File: config.mk
export PLATFORM = sky130hd
export DESIGN_NAME = lpr_ram
export DESIGN_NICKNAME = d
export VERILOG_FILES = /design/src/sv/lpr_ram.sv
export SDC_FILE = /design/constraint.sdc
export NUM_CORES = 1
export LEC_CHECK = 0
export BUFFER_PORTS_ARGS = -buffer_cell sky130_fd_sc_hd__buf_2
export CORE_MARGIN = 4
export CORE_UTILIZATION = 60
export CTS_CLUSTER_SIZE = 28
export DETAILED_ROUTE_END_ITERATION = 8
export GPL_TIMING_DRIVEN = 0
export HOLD_SLACK_MARGIN = 0.02
export PLACE_DENSITY = 0.89
export SETUP_SLACK_MARGIN = 0.3
export SYNTH_ARGS = -nofsm -noshare
export SYNTH_HDL_FRONTEND = slang
export SYNTH_SLANG_ARGS = --single-unit
File: constraint.sdc
create_clock -name clk -period 1.9 [get_ports clk]
set_clock_uncertainty 0.05 [all_clocks]
set_input_delay 0.19 -clock clk [delete_from_list [all_inputs] [get_ports clk]]
set_output_delay 0.19 -clock clk [all_outputs]
set_load 0.02 [all_outputs]
File: src/sv/lpr_ram.sv
module lpr_ram #(
  parameter int WIDTH = 8,
  parameter int DEPTH = 16
) (
  input  logic                     clk,
  input  logic                     we,
  input  logic [$clog2(DEPTH)-1:0] waddr,
  input  logic [WIDTH-1:0]         wdata,
  input  logic [$clog2(DEPTH)-1:0] raddr,
  output logic [WIDTH-1:0]         rdata
);

  logic [WIDTH-1:0] mem [DEPTH];

  always_ff @(posedge clk) begin
    if (we) begin
      mem[waddr] <= wdata;
    end
    rdata <= mem[raddr];
  end

endmodule

=== Yosys cells after proc, flatten, opt, wreduce, memory -nomap -nowiden ===
Memory sizes are Yosys's and may differ from the RTL's. A register that Yosys moved wholly into a read port is not among the register bits.
Cells that the tools add are included.

* Multiplexer cells: 2

{| class="wikitable"
|+ Operators with widths
! operator !! number
|-
| $mux 1 || 2
|}

* Register bits: 0
* RAM bits: 128
* Memories: 1

{| class="wikitable"
|+ Memories
! name !! words !! width !! read ports !! clocked after Yosys merged registers in !! wr ports !! RTL line !! RTL
|-
| mem || 16 || 8 || 1 || 1 || 1 || 13 || <nowiki>logic [WIDTH-1:0] mem [DEPTH];</nowiki>
|}

=== Logic depth before layout (Yosys ltp) ===
* Depth in word-level cells: 2
* Mapped depth: 5
* Mapped depth without buffers: 3

=== Least setup slack after synthesis ===
Ideal clock, no wire load.

* Kind: in2reg
* From: input waddr[2]
* To: memory mem[0][0] (enable)
* Data arrival time: 1.300 ns
* Data required time: 1.467 ns
* Slack: 0.167 ns
* Stages: 2
* Buffers on the path: 0
* Cells stage by stage: or3b_2 > nor3_1

{| class="wikitable"
|+ RTL lines
! element !! RTL line !! RTL
|-
| start: declaration || 7 || <nowiki>input logic [$clog2(DEPTH)-1:0] waddr,</nowiki>
|-
| end: declaration || 13 ||
|}

Straight into the memory's write port.

=== Worst setup path in the final report ===
* From: input waddr[2]
* To: memory mem[8][1] (enable)

Straight into the memory's write port.

==> key figures <==
Run status
  – Outcome: finished clean

Detailed routing
  – Drt first pass iters: 5
  – Drt via density: 6.51
  – DR DRC count: 0
  – Total number of vias: 2,572
  – DR WL/cell: 27.9 um
  – Post-route ant nets: 0
  – DRT iter0 DRCs: 312
  – Routed WL: 11,000 um

Yosys
  – Largest area contributor in the netlist: edfxtp_1
  – Top-area cell type share of the netlist area: 0.747
  – Post-synth ARST share: 0
  – Post-synth EDFFs: 128
  – Synth Warn #: 0
  – Register area share after synthesis: 0.778
  – Main synth FF type: edfxtp_1
  – Distinct cells, synth: 19
  – Synthesized area: 0.00515 mm^2
  – Post-synthesis register bit count: 136
  – Syn_nets: 247
  – Synthesized area per cell: 22.5 um^2
  – Synth top area cells: edfxtp_1 (75%), mux4_2 (7.9%), mux4_1 (7.1%), dfxtp_1 (3.1%), a22oi_1 (2.3%)
  – Mapped Cells: 229

Finish
  – Most common cell after layout, fill and taps aside: edfxtp_1
  – Most frequent cells in the layout: edfxtp_1 (128), buf_2 (27), mux4_2 (18)
  – Util after Layout: 0.731
  – Area grow syn2layout: 17.9%
  – Final instance area: 0.00607 mm^2
  – Non-filler instance count after layout: 395
  – Antenna diodes: 0
  – Layout cells sized above 1: 0.297
  – Nets: 295

Job
  – Max Cap Violations: 0

STA
  – Slew Limit Fails: 0
  – Timing-limited maximum frequency: 656 MHz
  – Setup TNS: 0 ns
  – Final Hold Fails: 0
  – Clock period minus worst slack: 1.52 ns
  – RSZ-0062 raised after global routing: false
  – Post-route setup slack: 0.375 ns
  – Final setup fails: 0
  – Slew @ Worst Pin: 1.25 ns
  – Max_slew headroom: 0.163
  – Worst hold slack: 0.0439 ns
  – Share of the clock period used by the worst path: 0.802

Worst hold path
  – Worst hold path type: input port to flip-flop
  – Hold_sp: wdata[4]
  – Worst Hold Depth: 1
  – WHS Endpoint: mem[0][4]

Critical path
  – Worst Setup Start Kind: input port
  – CP required: 1.98 ns
  – Worst R2R End: rdata[0]
  – Kind of critical path: input port to flip-flop
  – Crit Path Max Fanout: 8
  – Flop-to-flop setup slack: 0.38 ns
  – R2r startpoint: mem[4][0]
  – WP data arrival: 1.60 ns
  – Crit. End Element: flip-flop
  – Worst R2R Path Depth: 3

CTS
  – Postcts setup bufs: 0
  – Num CTS Buffers: 17
  – Clock latency on the worst-skew pair: 0.53 ns
  – H-tree levels: 4
  – CTS Buffer Depth: 2
  – Sink Count: 136
  – Clk root buf: clkbuf_8
  – CTS tree: built
  – Worst-path clk slew: 0.07 ns

Placed design
  – RD Place Congestion: 0.728
  – DP Wirelength: 6220 um
  – Dpl cell area: 0.00540 mm^2
  – Port bufs: 24
  – Pre-CTS WS: -0.0946 ns
  – Placed cells: 358

Power
  – Total power: 7.13 mW
  – VDD IR-drop max: 0.000768 V
  – Leakage power: 2.06 nW
  – Pwr dens: 1170 mW/mm^2

Global routing
  – Total gr overflow: 0
  – First-pass GRT wire length: 16,500 um
  – Number of global-route vias before repair: 2,631
  – Global Route Usage Sum: 0.239
  – Initial antenna violation count: 0
  – Largest net degree at the start of global routing: 17

Floorplanning
  – Starting Density: 0.620
  – Die area: 0.0101 mm^2
  – Rows: 33
  – Core Box Area: 0.00830 mm^2
  – Boundary Pins: 26
  – Die X: 101 um
  – Die Height: 101 um
-- synth_stat cells, drive strengths merged (2+ instances only) --
cell type	number
nand2	9
a22oi	16
buf	7
mux4	32
clkdlybuf4s25	3
nor2	13
nand3b	2
dfxtp	8
nor3	4
nand2b	2
edfxtp	128
-- layout make-up --
class | instances | area, um^2
sequential | 136 | 4000
fill | 457 | 2230
clock inverter | 15 | 201
buffer | 10 | 86.3
multi-input combinational | 83 | 1060
tap | 105 | 131
timing repair buffer | 29 | 170
clock buffer | 17 | 414
-- power by group --
group | leakage (nW) | total [mW] | internal [mW] | switching (mW)
Sequential | 1.22 | 3.38 | 3.36 | 0.0203
Clock | 0.294 | 3.39 | 2.14 | 1.26
Combinational | 0.537 | 0.358 | 0.140 | 0.217
Total | 2.06 | 7.13 | 5.63 | 1.50
-- critical path, stage by stage --
cell and delay (ns):
buf_2 0.12, nand3b_1 0.28, nor3_1 1.01
-- flip-flops by register name, indices dropped and copies added (netlist names) --
name and count:
mem 128, rdata 8
-- logic make-up (layout without fill, tap and decap cells) --
logic type / Yosys count / in the layout / share of synthesized area
DFF: 136 / 136 / 0.778
and+or+nand+nor: 35 / 35 / 0.0318
muxes: 32 / 32 / 0.150
AOI/OAI and AO/OA: 16 / 16 / 0.0233
buffers and inverters: 10 / 71 / 0.0168
-- routing by layer --
layer,track usage,part of all wire,vias up
met1,0.325,0.38,1343
met3,0.0533,0.077,13
met2,0.391,0.53,148
met4,0.0746,0.014,0
li1,-,-,1068
met5,0,0,-
-- worst max-delay path by stage --
stage,end,cells past startpoint,startpoint
global route,mem[8][1],3,waddr[2]
finish,mem[8][1],3,waddr[2]
global placement,mem[8][3],3,waddr[2]
CTS,rdata[0],3,mem[4][0]
detailed placement,mem[8][3],3,waddr[2]
floorplan,mem[3][0],2,waddr[2]
-- what timing repair did --
item	in CTS	in global routing
hold buffers	5	0
resized for setup	0	0
hold endpoints to repair	59	0
Note: power is estimated with default switching activity, not from simulation.
