### src/sv/lpr_pkg.sv
package lpr_pkg;

  localparam int TABLE_ENTRIES = 1024;
  localparam int PORT_COUNT    = 16;
  localparam int IDX_W         = $clog2(TABLE_ENTRIES);
  localparam int CNT_W         = IDX_W + 1;
  localparam int ADDR_W        = 32;
  localparam int PORT_W        = 4;
  localparam int STATUS_W      = 2;

  localparam logic [CNT_W-1:0] CNT_ONE  = CNT_W'(1);
  localparam logic [CNT_W-1:0] CNT_FULL = CNT_W'(TABLE_ENTRIES);

  localparam logic FUNC_APPEND = 1'b0;
  localparam logic FUNC_LOOKUP = 1'b1;

  localparam logic [STATUS_W-1:0] STAT_STORED = 2'd0;
  localparam logic [STATUS_W-1:0] STAT_FULL   = 2'd1;
  localparam logic [STATUS_W-1:0] STAT_FOUND  = 2'd2;
  localparam logic [STATUS_W-1:0] STAT_NONE   = 2'd3;

  typedef struct packed {
    logic [ADDR_W-1:0] prefix;
    logic [ADDR_W-1:0] mask;
    logic [ADDR_W-1:0] hop;
    logic [PORT_W-1:0] port;
  } entry_t;

  localparam int ENTRY_W = $bits(entry_t);

  typedef struct packed {
    logic clear;   // start of a new lookup
    logic valid;   // read data holds a live entry
  } scan_ctl_t;

  typedef struct packed {
    logic              found;
    logic [ADDR_W-1:0] hop;
    logic [PORT_W-1:0] port;
  } scan_res_t;

  typedef enum logic [2:0] {
    S_IDLE  = 3'b001,
    S_SCAN  = 3'b010,
    S_DRAIN = 3'b100
  } state_t;

endpackage

### src/sv/lpr_scan.sv
module lpr_scan (
  input  logic                      clk,
  input  lpr_pkg::scan_ctl_t        ctl,
  input  logic [lpr_pkg::ADDR_W-1:0] lookup_addr,
  input  lpr_pkg::entry_t           entry,
  output lpr_pkg::scan_res_t        res
);

  logic                       found;
  logic [lpr_pkg::ADDR_W-1:0] best_mask;
  logic [lpr_pkg::ADDR_W-1:0] best_hop;
  logic [lpr_pkg::PORT_W-1:0] best_port;
  logic                       take;

  // strict greater keeps the earliest slot on equal masks
  assign take = ctl.valid && ((lookup_addr & entry.mask) == entry.prefix) &&
                (!found || (entry.mask > best_mask));

  always_ff @(posedge clk) begin
    if (ctl.clear) begin
      found <= 1'b0;
    end else if (take) begin
      found     <= 1'b1;
      best_mask <= entry.mask;
      best_hop  <= entry.hop;
      best_port <= entry.port;
    end
  end

  // winner including the entry on the read port this cycle
  always_comb begin
    res.found = take || found;
    res.hop   = '0;
    res.port  = '0;
    if (take) begin
      res.hop  = entry.hop;
      res.port = entry.port;
    end else if (found) begin
      res.hop  = best_hop;
      res.port = best_port;
    end
  end

endmodule

### config.mk
export PLATFORM = sky130hd
export DESIGN_NAME = lpr_scan
export DESIGN_NICKNAME = d
export VERILOG_FILES = /design/src/sv/lpr_pkg.sv /design/src/sv/lpr_scan.sv
export SDC_FILE = /design/constraint.sdc
export NUM_CORES = 1
export LEC_CHECK = 0
export ABC_AREA = 1
export BUFFER_PORTS_ARGS = -buffer_cell sky130_fd_sc_hd__buf_2
export CAP_MARGIN = 20
export CORE_MARGIN = 10
export CORE_UTILIZATION = 40
export CTS_BUF_LIST = sky130_fd_sc_hd__clkbuf_16
export DETAILED_ROUTE_END_ITERATION = 8
export PLACE_DENSITY = 0.67
export SYNTH_ARGS = -nofsm -noshare
export SYNTH_HDL_FRONTEND = slang
export SYNTH_SLANG_ARGS = --single-unit
### constraint.sdc
create_clock -name clk -period 6.1 [get_ports clk]
set_input_delay 1.22 -clock clk [delete_from_list [all_inputs] [get_ports clk]]
set_output_delay 1.22 -clock clk [all_outputs]
set_load 0.05 [all_outputs]
[After elaboration in Yosys (flattened, before gate mapping)]
Cells that the tools add are included.
Storage, ports and cells
  flip-flop bits (word level): 69
  input bits: 135
  output and inout bits: 37
Operators by class
  order comparisons: 1
  eq/ne operators: 1
  multiplexer cells: 2
  bitwise gates (word level): 2
  reductions and logical operators: 6
Operators by type and width (count)
  2-to-1 mux 36 bit: 2
  AND 32 bit: 1
  equality test 32 bit: 1
  greater-than comparator 32 bit: 1
  logical AND 1 bit: 2
  logical OR 1 bit: 2
  AND reduction 2 bit: 1
  logical NOT 1 bit: 1
  NOT 1 bit: 1

[Depth between registers and ports, before layout]
  depth after elaboration: 5
  depth in mapped cells: 19
  mapped depth without buffers: 18

[Least setup slack after synthesis]
No wires, ideal clock.
  path type: input -> register
  start point: input port entry[67] (netlist bit)
  end point: register best_hop[0] (netlist bit) (enable)
  data arrival time: 5.168 ns
  data required time: 5.604 ns
  slack: 0.436 ns
  cell stages on the path: 12
  path through: ha_1 > nand2_1 > nor2_1 > nand2_1 > nor2_1 > nand2_1 > nand2_1 > nand2_1 > nand2_1 > buf_6 > nand2_1 > nor2_1
Between the ends
  longest elaborated chain between the ends: 5
  elaborated cells on any way between the ends: 7
  classes of those cells: order compare: 1; eq/ne: 1; bitwise: 1; reduce/logical: 4
Ends and longest elaborated chain
  start: declaration: line lpr_scan.sv:5  | input lpr_pkg::entry_t entry,
  branches (longest 3 deep; another with greater-than comparator 32 bit)
  logical AND 1 bit *: line lpr_scan.sv:16  | assign take = ctl.valid && ((lookup_addr & entry.mask) == entry.prefix) &&
  AND reduction 2 bit (no source line) *
  end signal: assignment: line lpr_scan.sv:25  | best_hop <= entry.hop;
  end: declaration: line lpr_scan.sv:11  | logic [lpr_pkg::ADDR_W-1:0] best_hop;
Every way passes the cells marked *.
A chain may end at the register's enable or synchronous reset.

==> impl_metrics.py <==
metrics = {
    "status": {
        "status": "finished, final reports clean",
    },
    "power": {
        "power_per_cell_area_nw_per_um2": 213,
        "peakVddDrop_uv": 136,
        "leakage_nw": 3.20,
        "total_power_mw": 1.24,
    },
    "sta": {
        "tightestPinTransition_ns": 0.959,
        "skew_ns": 0.00654,
        "final_period_minus_worst_setup_slack_ns": 4.93,
        "slew_headroom_pct": 35.9,
        "hold_violations": 0,
        "number_of_setup_violations_in_the_final_report": 0,
        "grt_setup_unrepaired": "false",
        "finalMaxSlewViolations": 0,
        "fin_setup_tns_ns": 0,
        "timing.final.crit_share_pct": 80.7,
        "max_clock_freq_mhz": 203,
    },
    "layout": {
        "finalInstanceArea_sq_um": 5830,
        "share_of_layout_cells_above_drive_strength_1_pct": 28.0,
        "nets": 902,
        "filler_cell_count": 1077,
        "finish.utilization_pct": 51.5,
        "layout-area-overhead-vs-synth_pct": 27.1,
        "num_antenna_cells": 0,
    },
    "critical_path": {
        "critical_path.reg2reg.startpoint": "best_mask[31]",
        "cp-start-kind": "input pin",
        "timing.setup.critical_path_class": "in -> out",
        "critPathMaxFanout": 38,
        "setup_slack_on_the_worst_flop_to_flop_path_ns": 2.82,
        "crit-reg2reg-capture": "best_mask[16]",
        "reg2regPathDepth": 14,
        "cp_data_arrival_time_ns": 3.71,
        "data_required_time_of_the_critical_path_ns": 4.88,
        "endpoint_kind": "primary output",
    },
    "logic_synthesis": {
        "synth-seq-cells": 69,
        "number_of_warnings_printed_during_yosys_synthesis": 0,
        "synth-seq-area-share_pct": 44.9,
        "synth_top_area_share_pct": 44.5,
        "combined_area_of_all_synthesized_cells_sq_um": 4590,
        "average_cell_area_after_synthesis_sq_um": 8.14,
        "syn_nets": 731,
        "synth_top_area_cell": "sky130_fd_sc_hd__edfxtp_1",
        "post_synth_num_cell_types": 26,
        "gate_count_post_synth": 564,
        "synth.area.top_cells": "sky130_fd_sc_hd__edfxtp_1 45%, sky130_fd_sc_hd__nand2_1 18%, sky130_fd_sc_hd__ha_1 8.7%, sky130_fd_sc_hd__inv_1 6.7%, sky130_fd_sc_hd__nand3_1 5.5%",
    },
    "min_path": {
        "min_delay_path_depth": 3,
        "timing.hold.worst_endpoint": "found",
        "worst_hold_startpoint": "found",
        "min-delay-path-class": "reg -> reg",
    },
    "clocking": {
        "clock-sinks": 69,
        "clkLatencyLatePin_ns": 0.33,
        "clk_root_buffer_cell": "sky130_fd_sc_hd__clkbuf_16",
        "cts.repair_timing.setup_buffer_count": 0,
        "clkSlewWorstSetupHoldPaths_ns": 0.05,
        "cts_max_path_buffers": 2,
        "number_of_buffers_inserted_during_clock_tree_synthesis": 9,
        "cts_hold_repair.buffers": 0,
        "cts_tree": "yes",
        "cts-resized-gates": 0,
        "ctsHtreeMaxLevel": 3,
    },
    "floorplan": {
        "die_y_microns": 127,
        "placeableCoreArea_sq_um": 11300,
        "die_width_microns": 127,
        "rows": 39,
        "ios": 172,
        "die-area_sq_um": 16200,
        "floorplan.initialDensity_pct": 40.5,
    },
    "global_route": {
        "antenna_found_initial": 0,
        "grt_first_pass_wirelength_microns": 20600,
        "grt_remaining_overflow": 0,
        "via_count_of_the_first_global_routing_pass": 4242,
        "gr-usage-all-layers_pct": 15.5,
        "grt_max_degree": 39,
    },
    "drt": {
        "drc_errors": 0,
        "route.detailed.vias_per_inst": 4.72,
        "drt_pre_antenna_iters": 4,
        "routed_vias": 4169,
        "routed_wire_length_per_instance_microns": 14.8,
        "drt_wl_total_microns": 13100,
        "drt-initial-drc-count": 185,
        "final_antenna_net_count": 0,
    },
    "placed_design": {
        "dp_hpwl_microns": 10600,
        "port-buffer-count": 171,
        "place.gp.congestion": 0.939,
        "postPlaceCellArea_sq_um": 5500,
    },
    "run": {
        "max-cap-violations": 0,
    },
}
## layout by cell type (no fill, tap or decap), types with 13 or more instances in the layout
cell type,instances
sky130_fd_sc_hd__edfxtp_1,68
sky130_fd_sc_hd__or2_2,13
sky130_fd_sc_hd__nand3_1,50
sky130_fd_sc_hd__buf_2,171
sky130_fd_sc_hd__inv_1,82
sky130_fd_sc_hd__nand2_1,216
sky130_fd_sc_hd__nand4_1,14
sky130_fd_sc_hd__a21oi_1,13
sky130_fd_sc_hd__nor2_1,27
sky130_fd_sc_hd__ha_1,32
## cell usage after synthesis (all sizes together)
cell    instances
dfxtp           1
a21oi          13
or2            13
edfxtp         68
inv            82
xnor2           1
and3            1
o21ai           4
nand4          14
nand3          50
nor3            4
a21o            1
buf             8
ha             32
clkbuf          7
o21a            1
nand3b          6
xor2           12
nor2           29
nand2         217
## power breakdown
group,internal (mW),switching [mW]
registers,0.520,0.000000000208
clock network,0.398,0.196
logic,0.0585,0.0703
## logic make-up after synthesis
family          Yosys count  share of synthesized area, %
compound gates           19                          2.18
xor+xnor                 13                          2.65
fa+ha+maj                32                          8.73
buf+inv                  97                          10.6
flops                    69                          44.9
simple gates            334                          30.9
## through the flow
stage	hold WS, ns	std cells	setup slack, ns
floorplan	0.908	564	0.436
global placement	0.808	867	1.23
detailed placement	0.818	867	1.19
CTS	0.830	883	1.14
global route	0.909	883	0.866
finish	0.815	883	1.17
## worst max path at each step
| stage | slack [ns] | start | end | depth (start not counted) |
|---|---|---|---|---|
| finish | 1.17 | entry[67] | res[31] | 15 |
| global route | 0.87 | entry[67] | res[4] | 15 |
| CTS | 1.14 | entry[67] | res[31] | 15 |
| detailed placement | 1.19 | entry[67] | res[31] | 15 |
| global placement | 1.23 | entry[57] | res[35] | 15 |
| floorplan | 0.44 | entry[67] | best_hop[0] | 12 |
## sequential cells by signal (all words and copies together), names as in the netlist
name / count
best_hop: 32
found: 1
best_mask: 32
best_port: 4
## worst max-delay path, cell delays in order
cell	delay, ns
sky130_fd_sc_hd__buf_2	0.13
sky130_fd_sc_hd__ha_1	0.29
sky130_fd_sc_hd__nand2_1	0.08
sky130_fd_sc_hd__nor2_1	0.18
sky130_fd_sc_hd__nand2_1	0.10
sky130_fd_sc_hd__nor2_1	0.16
sky130_fd_sc_hd__nand2_1	0.07
sky130_fd_sc_hd__nand2_1	0.06
sky130_fd_sc_hd__nand2_1	0.05
sky130_fd_sc_hd__nand2_1	0.05
sky130_fd_sc_hd__buf_4	0.34
sky130_fd_sc_hd__nand2_2	0.47
sky130_fd_sc_hd__nand2_1	0.19
sky130_fd_sc_hd__nand2_1	0.08
sky130_fd_sc_hd__buf_2	0.21
## layout make-up
cell class                 count  area [sq um]  share of cell area (%)
inverter                      82           308                    5.28
clock inverter                 7           113                    1.93
timing repair buffer         175           898                    15.4
tap                          143           179                    3.07
clock buffer                   9           225                    3.86
sequential                    69          2060                    35.3
multi-input combinational    398          2050                    35.1
## layer usage
layer / routed length, microns / global-route usage (%) / share of wire [%]
met3: 1200 / 4.84 / 9.1
met2: 5860 / 25.2 / 45
met1: 5780 / 19.0 / 44
met5: 0 / 0 / 0
met4: 255 / 5.76 / 1.9
Power figures use the tool's default switching activity.
